**src/hw/rtl/vhc_pkg.sv**
```systemverilog
// ----------------------------------------------------------------------------
// vhc_pkg
// shared types, constants and helpers of the vocabulary hash counter
// ----------------------------------------------------------------------------
package vhc_pkg;

  localparam int SLOT_W     = 16;
  localparam int HASH_SLOTS = 1 << SLOT_W;
  localparam int ENTRY_W    = 15;
  localparam int VOCAB_ENTRIES = 1 << ENTRY_W;
  localparam int MAX_KEY    = 99;
  localparam int POS_W      = 7;
  localparam int KEY_ADDR_W = ENTRY_W + POS_W;
  localparam int USED_W     = 16;
  localparam int CNT_W      = 32;
  localparam int LIMIT_W    = 16;

  localparam logic [LIMIT_W-1:0] LIMIT_RESET = LIMIT_W'(VOCAB_ENTRIES);
  localparam logic [2:0] REG_ENTRY_LIMIT = 3'd0;

  typedef enum logic [1:0] {
    ST_FOUND     = 2'd0,
    ST_INSERTED  = 2'd1,
    ST_NOT_FOUND = 2'd2,
    ST_FULL      = 2'd3
  } status_t;

  typedef enum logic [3:0] {
    S_CLEAR, S_IDLE, S_SLOT_RD, S_SLOT_CHK, S_LEN_CHK,
    S_CMP_RD, S_CMP_CHK, S_COPY_RD, S_COPY_WR
  } state_t;

  typedef struct packed {
    logic    byte_load;
    logic    clr_we;
    logic    slot_rd;
    logic    klen_rd;
    logic    probe_next;
    logic    pos_clr;
    logic    pos_inc;
    logic    cmp_rd;
    logic    copy_rd;
    logic    copy_wr;
    logic    ins_commit;
    logic    cnt_commit;
    logic    res_load;
    status_t res_status;
  } vhc_cmd_t;

  typedef struct packed {
    logic clr_last;
    logic slot_valid;
    logic len_eq;
    logic byte_eq;
    logic pos_last;
    logic probes_last;
    logic full;
    logic lookup;
  } vhc_stat_t;

  // one step of hash*257 + sign-extended byte, kept to the slot bits
  function automatic logic [SLOT_W-1:0] fold_byte(input logic [SLOT_W-1:0] h,
                                                   input logic [7:0] b);
    logic [SLOT_W-1:0] ext;
    ext = {{(SLOT_W-8){b[7]}}, b};
    return h + (h << 8) + ext;
  endfunction

endpackage

```
**src/hw/rtl/vhc_ctrl.sv**
```systemverilog
// ----------------------------------------------------------------------------
// vhc_ctrl
// controller: slot clearing, probe sequencing, key compare and insert copy
// ----------------------------------------------------------------------------
module vhc_ctrl (
  input  logic              clk,
  input  logic              rst_n,
  input  logic              start,
  input  logic              last_byte,
  input  vhc_pkg::vhc_stat_t stat,
  output vhc_pkg::vhc_cmd_t  cmd,
  output logic              busy
);
  import vhc_pkg::*;

  state_t state_r, state_nxt;

  // state register
  always_ff @(posedge clk) begin
    if (!rst_n) begin
      state_r <= S_CLEAR;
    end else begin
      state_r <= state_nxt;
    end
  end

  // next state and commands
  always_comb begin
    state_nxt = state_r;
    cmd       = '0;
    cmd.res_status = ST_NOT_FOUND;
    case (state_r)
      S_CLEAR: begin
        cmd.clr_we = 1'b1;
        if (stat.clr_last) begin
          state_nxt = S_IDLE;
        end
      end
      S_IDLE: begin
        if (start) begin
          cmd.byte_load = 1'b1;
          if (last_byte) begin
            state_nxt = S_SLOT_RD;
          end
        end
      end
      S_SLOT_RD: begin
        cmd.slot_rd = 1'b1;
        state_nxt   = S_SLOT_CHK;
      end
      S_SLOT_CHK: begin
        if (!stat.slot_valid) begin
          if (stat.lookup) begin
            cmd.res_load   = 1'b1;
            cmd.res_status = ST_NOT_FOUND;
            state_nxt      = S_IDLE;
          end else if (stat.full) begin
            cmd.res_load   = 1'b1;
            cmd.res_status = ST_FULL;
            state_nxt      = S_IDLE;
          end else begin
            cmd.pos_clr = 1'b1;
            state_nxt   = S_COPY_RD;
          end
        end else begin
          cmd.klen_rd = 1'b1;
          state_nxt   = S_LEN_CHK;
        end
      end
      S_LEN_CHK: begin
        if (stat.len_eq) begin
          cmd.pos_clr = 1'b1;
          state_nxt   = S_CMP_RD;
        end else if (stat.probes_last) begin
          cmd.res_load   = 1'b1;
          cmd.res_status = stat.lookup ? ST_NOT_FOUND : ST_FULL;
          state_nxt      = S_IDLE;
        end else begin
          cmd.probe_next = 1'b1;
          state_nxt      = S_SLOT_RD;
        end
      end
      S_CMP_RD: begin
        cmd.cmp_rd = 1'b1;
        state_nxt  = S_CMP_CHK;
      end
      S_CMP_CHK: begin
        if (!stat.byte_eq) begin
          if (stat.probes_last) begin
            cmd.res_load   = 1'b1;
            cmd.res_status = stat.lookup ? ST_NOT_FOUND : ST_FULL;
            state_nxt      = S_IDLE;
          end else begin
            cmd.probe_next = 1'b1;
            state_nxt      = S_SLOT_RD;
          end
        end else if (stat.pos_last) begin
          cmd.res_load   = 1'b1;
          cmd.res_status = ST_FOUND;
          cmd.cnt_commit = !stat.lookup;
          state_nxt      = S_IDLE;
        end else begin
          cmd.pos_inc = 1'b1;
          state_nxt   = S_CMP_RD;
        end
      end
      S_COPY_RD: begin
        cmd.copy_rd = 1'b1;
        state_nxt   = S_COPY_WR;
      end
      S_COPY_WR: begin
        cmd.copy_wr = 1'b1;
        if (stat.pos_last) begin
          cmd.ins_commit = 1'b1;
          cmd.res_load   = 1'b1;
          cmd.res_status = ST_INSERTED;
          state_nxt      = S_IDLE;
        end else begin
          cmd.pos_inc = 1'b1;
          state_nxt   = S_COPY_RD;
        end
      end
      default: begin
        state_nxt = S_IDLE;
      end
    endcase
  end

  assign busy = (state_r != S_IDLE);

endmodule

```
**config.mk**
```make
export PLATFORM = sky130hd
export DESIGN_NAME = vhc_ctrl
export DESIGN_NICKNAME = d
export VERILOG_FILES = /design/src/hw/rtl/vhc_pkg.sv /design/src/hw/rtl/vhc_ctrl.sv
export SDC_FILE = /design/constraint.sdc
export NUM_CORES = 1
export LEC_CHECK = 0
export BUFFER_PORTS_ARGS = -buffer_cell sky130_fd_sc_hd__buf_2
export CORE_AREA = 10 10 47 49
export CTS_BUF_LIST = sky130_fd_sc_hd__clkbuf_8
export DETAILED_ROUTE_END_ITERATION = 7
export DIE_AREA = 0 0 57 59
export HOLD_SLACK_MARGIN = 0.12
export PLACE_DENSITY = 0.67
export SLEW_MARGIN = 10
export SYNTH_ARGS = -nofsm -noshare
export SYNTH_HDL_FRONTEND = slang
export SYNTH_SLANG_ARGS = --single-unit
export TNS_END_PERCENT = 30
```
**constraint.sdc**
```tcl
create_clock -name clk -period 1.7 [get_ports clk]
set_input_delay 0.255 -clock clk [delete_from_list [all_inputs] [get_ports clk]]
set_output_delay 0.255 -clock clk [all_outputs]
set_load 0.01 [all_outputs]
```
==> results, run 1 <==
- The largest net degree at the start of global routing is 14.
- The class of the most critical hold timing path is input port to register.
- The design draws 0.364 mW.
- The clock network burns 53.1% of the power.
- The register with the most flip-flops in the layout has 4 of them.
- The number of hold violations in the final report came to 0.
- In this run the deepest clock path goes through 2 buffers.
- The number of antenna diodes in the final layout is 0.
- Pin placement for this block handled 28 I/O pins.
- The number of setup buffers added after CTS is 0.
- The fraction of power consumed by sequential logic is 28.5%.
- The effective utilization at floorplan is 33.0%.
- The average routed wire per standard cell is 14.2 µm.
- VDD sags by at most 493 µV.
- The DRC violation count after routing is 0.
- Relative to the synthesized area, the layout overhead comes to 49.7%.
- Setup repair after global routing could not meet its margin everywhere.
- The share of the clock period used by the worst path after layout is 95.4%.
- The setup path with the least slack is of type register to primary output.
- Yosys printed 0 warnings.
- The congestion estimate from routability-driven global placement came to 0.833.
- After detailed routing, the total wire length is 1520 µm.
- At the later pin of the worst-skew pair, clock insertion delay measures 210 ps.
- The cell count after synthesis is 61.
- The most flop-heavy register is state_r.
- The total routing usage reported by global routing is 8.57%.
- The via count of the first global-routing pass is 586.
- The register clock-pin slew on the reported worst setup and hold paths is 30 ps.
- The kind of end point of the critical path is a primary output.
- Headroom to the max-slew limit came out at 78.8%.
- For the worst setup path, the data arrival time is 1370 ps.
- The peak fanout along the critical path is 7.
- Once detailed placement completed, the half-perimeter wirelength came to 1240 µm.
- In this run the power spent charging and discharging nets is 0.0829 mW.
- The number of antenna violations at the first check in global routing is 0.
- For this design the ratio of total power to cell area is 525 nW/µm².
- The library cells used most frequently in the layout, excluding fill and tap cells, are buf_2 (27), inv_1 (6), buf_4 (4).
- The total negative setup slack is 0 ps.
- In this run the static leakage power is 0.367 nW.
- The required arrival time at the worst endpoint is 1440 ps.
- The number of nets in the synthesized netlist is 73.
- The count of clock tree sinks is 4.
- The number of distinct library cell variants in the gate-level netlist after synthesis is 32.
- In this run the horizontal extent of the chip is 57 µm.
- The max-capacitance violation count is 0.
- STA classifies the critical path startpoint as a register.
- At the pin with the least slew margin, the transition time is 315 ps.
- On the final layout, the worst clock skew is 1.77 ps.
- For flop-to-flop paths, the worst setup slack is 220 ps.
- For this run, the register share of the synthesized area comes to 17.3%.
- In this run the number of H-tree levels came out at 1.
- The number of hold-repair buffers added at the cts stage is 0.
- From bottom edge to top edge, the die measures 59 µm.
- The via count is 578.
- The die outline area is 3360 µm².
- The switching fraction of total power is 22.8%.
- Clock tree synthesis inserted a total of 3 buffers.
- The internal power of the cells is 0.281 mW.
- Cells with a size suffix above 1 make up 49.5% of the layout.
- The maximum clock frequency is 0.617 GHz.
- During placement, the flow inserted port buffers numbering 27.
- The max-slew violation count came to 0.
- For this block, the initial DRC count from the detailed router was 8.
- After floorplanning, the core was sized to cover 1400 µm².
- The clock period minus worst slack is 1620 ps.
- The initialized floorplan defines 14 standard-cell rows.
- TritonCTS built the clock tree.
- The first global-routing pass estimated 2450 µm of wire.
- The cell sitting at the root of the clock tree is a clkbuf_8.
- In this run the remaining antenna-violating nets after routing total 0.
- The net count of the finished layout is 105.
- Leaving out fill and tap cells, the most frequent cell in the layout is buf_2.
- The run finished with clean final reports.
- The total iterations of the first detailed-routing run is 3.
- The remaining global-route overflow is 0.
- The average footprint of a synthesized cell is 7.59 µm².
- The post-synth design cell area is 463 µm².
- Setup violations remaining at the end of the flow were counted as 0.
- The synthesis-stage register bit count is 4.
- After detailed routing, the number of vias per cell comes to 5.40.
- In the final layout, the registers with the most flip-flops are state_r x4.
- Combinational logic burns 18.4% of the power.
## cells in the mapped netlist
master | count | area share [%]
a21oi_1 | 3 | 3.2
a221o_1 | 1 | 2.2
a221oi_1 | 1 | 1.9
a31o_2 | 1 | 1.9
a31oi_1 | 1 | 1.4
a41oi_2 | 1 | 3.5
and2_1 | 2 | 2.7
and3_1 | 2 | 2.7
and3b_1 | 1 | 1.9
and4b_1 | 2 | 4.3
and4bb_2 | 1 | 2.7
buf_2 | 4 | 4.3
dfxtp_1 | 4 | 17
inv_1 | 6 | 4.9
mux2i_1 | 1 | 2.2
nand2_1 | 3 | 2.4
nand2b_1 | 2 | 2.7
nand3_1 | 3 | 3.2
nand3b_1 | 2 | 3.2
nand4b_1 | 1 | 1.9
nor2_1 | 3 | 2.4
nor2b_1 | 2 | 2.7
nor3_1 | 1 | 1.1
nor3b_1 | 2 | 3.2
nor4_1 | 1 | 1.4
nor4b_2 | 2 | 6.5
o211ai_1 | 2 | 3.2
o21ai_0 | 2 | 2.2
o21ai_1 | 1 | 1.1
o221ai_1 | 1 | 1.9
or3_1 | 1 | 1.4
or4bb_1 | 1 | 2.4
## stage by stage
stage                     hold WS (ps)  cells  util, %  area [µm²]  setup slack [ps]
final                              270    107     49.5         693              78.0
after global routing               274    107     49.5         693             -37.5
after CTS                          271    107     48.2         676              46.0
after detailed placement           487    104     44.8         628               186
after global placement             472    104     44.8         628               202
after floorplan                    377     61        -         463               311
## kinds of logic after synthesis
kind of cell	after synthesis	synth area share (%)
DFF	4	17.3
AOI/OAI and AO/OA	14	22.4
muxes	1	2.16
buffers and inverters	10	9.19
and+or+nand+nor	32	48.9
## power by group through the flow
stage	clock [mW]	combinational (mW)	sequential, mW
3_5_place_dp	0	0.0639	0.104
3_3_place_gp	0	0.0636	0.104
6_report	0.193	0.0671	0.104
5_1_grt	0.203	0.0745	0.104
2_1_floorplan	0	0.0350	0.101
4_1_cts	0.196	0.0656	0.103
## routing by layer
metal	vias up	routed length, µm	GRT usage (%)	part of all wire (%)
li1	292	-	-	-
met1	271	707	10.0	47
met2	15	732	14.1	48
met3	0	77	3.00	5.1
met4	0	0	3.02	0
met5	-	0	0	0
## worst paths after layout
check                               start                      end  cells past startpoint
hold / removal                      rst_n  state_r[3]$_SDFFE_PN0P_                      2
setup reg to reg  state_r[1]$_SDFFE_PN0P_  state_r[1]$_SDFFE_PN0P_                      4
setup / recovery  state_r[2]$_SDFFE_PN0P_                   cmd[0]                      5
hold reg to reg   state_r[3]$_SDFFE_PN0P_  state_r[0]$_SDFFE_PN0P_                      2
## repair_timing
action / in CTS / in global routing
resized for setup: 3 / 5
gates cloned: 0 / 0
endpoints found under the setup margin: 3 / 5
## final cells by class
class                   instances  area (µm²)
repair buffers                 31         165
multi-input cells              47         360
fillers                       147         708
well taps                      16        20.0
inverters                       6        22.5
clock buffers                   3        41.3
flip-flops and latches          4        83.8
## worst max-delay path, cell delays in order (launching register included)
cell	delay [ps]
dfxtp_1	330
buf_4	180
nor4b_2	300
nand2_1	110
o221ai_1	70
buf_2	160
Power figures use the tool's default switching activity.
==> inputs of run 2 (changes only) <==
- ABC_AREA: unset -> 1
- CORE_AREA: 10 10 47 49 -> unset
- CORE_MARGIN: unset -> 10
- CORE_UTILIZATION: unset -> 40
- CTS_CLUSTER_DIAMETER: unset -> 200
- DIE_AREA: 0 0 57 59 -> unset
- PLACE_DENSITY: 0.67 -> 0.71
==> run 2 against run 1 <==
Global-route usage grew 2.1 points. Power rose by 12%. Highest routed layer unchanged. Cell count rose by 41%. Wire length rose by 20%. Synthesized cell count grew 70%. Clock power increased by 3%. Largest cell class unchanged.
==> results, run 2 <==
- For this configuration, the core starts out at a cell density of 43.6%.
- Of the total synthesized cell area, the portion taken by AND, OR, NAND and NOR gates is 65.1%.
- The post-placement cell area is 734 µm².
- Headroom to the max-slew limit came out at 84.2%.
- The flow ran to the end, and the final reports show no timing, DRC or antenna violations.
- The worst setup path is captured at a primary output.
- The number of nets in the synthesized netlist is 116.
- Data on the critical path arrives at its endpoint at 1370 ps.
- TritonCTS built the clock tree.
- After synthesis, the share of cell area in mux cells is 0%.
- The total negative setup slack is 0 ps.
- Among all flip-flop cells after synthesis, the most frequent one is dfxtp_1.
- The largest registers in the layout are state_r x4.
- The slowest stage cell on the critical path is dfxtp_4.
- The synthesis-stage register bit count is 4.
- Buffers inserted during clock tree synthesis total 3.
- By count the netlist is led by nand2_1 (21), nor2_1 (17), inv_1 (16).
- In this run, synthesis inferred 0 flip-flops with an integrated enable.
- The clock period minus worst slack is 1620 ps.
- The largest net degree at the start of global routing is 10.
- The largest total area in the synthesized netlist belongs to dfxtp_1.
- The leakage power is 0.488 nW.
- The measured slew at the worst slew-check pin is 237 ps.
- The area of the core is 1350 µm².
- The largest single stage delay on the critical path is 390 ps.
- Walking the worst path, the cells encountered are nand2_1 -> inv_2 -> nand2_2 -> nor2_4 -> or2_2 -> buf_2.
- During I/O placement, the number of pins put on the boundary was 28.
- Measured in cells, the most critical reg-to-reg path has a length of 9.
- The max-capacitance violation count is 0.
- The required arrival time at the worst endpoint is 1440 ps.
- The worst-case vdd ir drop is 356 µV.
- The synthesized-area fraction occupied by xor and xnor cells is 0%.
- Of the synthesized area, sequential elements account for 13.6%.
- After synthesis, the cell types taking the most area are dfxtp_1 (14%), nand2_1 (13%), nor2_1 (11%), inv_1 (10%), nand3_1 (9.4%).
- The worst hold path passes through 3 cells.
- The main combinational cell family by area after synthesis is simple AND/OR/NAND/NOR gates.
- The destination of the worst register-to-register timing path is state_r[1]$_SDFFE_PN0P_.
- Port buffering added 27 buffers.
- In this run the number of H-tree levels came out at 1.
- The share of the clock period used by the worst path after layout is 95.5%.
- The clock reaches the later pin of the worst-skew pair after 220 ps.
- The via count is 726.
- The proportion of netlist area held by the largest area contributor is 13.6%.
- The HPWL after detailed placement is 1540 µm.
- The first global-routing pass estimated 3020 µm of wire.
- Counting flops with an async set or reset pin after synthesis yields a share of 0%.
- Global routing finished with a remaining overflow of 0.
- The worst register-to-register path begins at state_r[2]$_SDFFE_PN0P_.
- The register with the most flip-flops in the layout has 4 of them.
- The number of distinct library cell variants in the gate-level netlist after synthesis is 22.
- The overall die height is 58.3 µm.
- Clock-pin slew was measured on the worst setup and hold paths at 30 ps.
- The synthesized netlist devotes 0% of its cell area to adder and majority cells.
- The routability congestion estimate is 0.822.
- The classification of the worst setup path is register to primary output.
- The max-slew violation count is 0.
- The number of antenna violations at the first check in global routing is 0.
- The total routing usage reported by global routing is 10.7%.
- Yosys printed 0 warnings.
- The DRC violation count after routing is 0.
- The vias per cell is 4.81.
- Counting flops per register, the top entry is state_r.
- The post-route cell area is 818 µm².
- Synthesis handed over a netlist of 104 instances.
- The maximum clock frequency is 0.616 GHz.
- The most repeated cell in the gate-level netlist after synthesis is nand2_1.
- The start point of the worst min-delay path is rst_n.
- Setup violations remaining at the end of the flow were counted as 0.
- The tree is rooted in a clkbuf_8.
- The post-synth design cell area is 588 µm².
- The floorplan has 13 rows.
- Measured along the x axis, the die boundary spans 58.3 µm.
- The via count of the first global-routing pass is 712.
- The worst hold path terminates at state_r[0]$_SDFFE_PN0P_.
- The peak fanout along the critical path is 9.
- Before antenna repair, the detailed router went through 4 iterations.
- The detail route stage leaves a number of antenna-violating nets equal to 0.
- After detailed routing, the average wire length per cell comes to 12.0 µm.
- The class of the most critical hold timing path is input port to register.
- The worst setup path is launched from a register.
- The post-route netlist has 45.6% of its cells at a drive strength greater than 1.
- The layout overhead on the synthesized area is 39.1%.
- The detailed router finished its first iteration with 13 violations.
- The leading cell type in the layout, fill and taps excluded is buf_2.
- The longest clock path from root to sink contains 2 buffers.
- The synthesized-area fraction occupied by ao, oa, aoi and oai cells is 6.60%.
- The aggregate routed wire length is 1820 µm.
- Counting both buffers and inverters, the worst setup path holds a total of 2.
- The library cells used most frequently in the layout, excluding fill and tap cells, are buf_2 (27), nand2_1 (21), nor2_1 (17).
- For this design, the sink count on the clock tree is 4.
- The number of antenna diodes in the final layout is 0.
- The die outline area is 3400 µm².
- The cell family contributing the most delay on the critical path is simple AND/OR/NAND/NOR gates.
- The power per unit of standard cell area is 498 nW/µm².
- The setup slack of the worst register-to-register path is 490 ps.
- The clock skew is 5.88 ps.
- Dividing the synthesized area by the synthesized cell count gives 5.65 µm².
- In the post-route analysis, the smallest setup slack over all paths is 76.7 ps.
- The setup slack at placement is 163 ps.
- The number of hold violations in the final report came to 0.
- The final layout contains 150 nets.
## run 2: power by group
part	leakage [nW]	internal, mW	switching [mW]	total (mW)
clock	0.0216	0.151	0.0471	0.198
combinational	0.432	0.0412	0.0585	0.0998
sequential	0.0349	0.0975	0.0127	0.110
total	0.488	0.290	0.118	0.408
## run 2: worst max path at each step
stage,from,end,slack (ps),cells past startpoint
3_3_place_gp,state_r[0]$_SDFFE_PN0P_,cmd[0],210,5
4_1_cts,state_r[2]$_SDFFE_PN0P_,cmd[2],10,7
5_1_grt,state_r[0]$_SDFFE_PN0P_,cmd[2],-0.03,8
6_report,state_r[0]$_SDFFE_PN0P_,cmd[9],80,6
3_5_place_dp,state_r[0]$_SDFFE_PN0P_,cmd[0],160,5
2_1_floorplan,state_r[3]$_SDFFE_PN0P_,cmd[2],390,8
## run 2: metrics by stage
stage	utilization (%)	std cells	hold WS (ps)	total power, mW
after floorplan	-	104	378	0.171
after global placement	54.4	145	500	0.203
after detailed placement	54.4	145	505	0.204
after CTS	57.6	148	270	0.406
after global routing	60.6	151	280	0.432
final	60.6	151	268	0.408
## run 2: logic make-up (layout without fill, tap and decap cells)
| logic type | Yosys count | count (layout) |
|---|---|---|
| flops | 4 | 4 |
| simple gates | 72 | 72 |
| buf+inv | 22 | 54 |
| compound gates | 6 | 6 |
## run 2: final cells by class
class	instances	area, µm²
Tap cell	15	18.8
Multi-Input combinational cell	78	432
Fill cell	147	532
Sequential cell	4	90.1
Inverter	21	78.8
Clock buffer	3	41.3
Timing Repair Buffer	30	158
## run 2: worst register-to-register path, delay by kind of cell, from the launching register on
| kind | cells | cell delay, ps |
|---|---|---|
| AND/OR/NAND/NOR | 7 | 560 |
| flip-flops | 1 | 380 |
| buffers and inverters | 2 | 210 |
## run 2: timing repair
| item | 4_1_cts | 5_1_grt |
|---|---|---|
| setup endpoints to repair | 3 | 2 |
| cloned | 0 | 0 |
| buffers inserted | 0 | 3 |
| resized for setup | 2 | 6 |
| pin swaps | 0 | 2 |
| hold buffers | 0 | 0 |
## run 2: layer usage
layer | global-route usage (%) | up-vias | part of all wire, %
li1 | - | 389 | -
met1 | 12.2 | 321 | 44
met2 | 18.2 | 16 | 51
met3 | 3.00 | 0 | 5.0
met4 | 4.03 | 0 | 0
met5 | 0 | - | 0
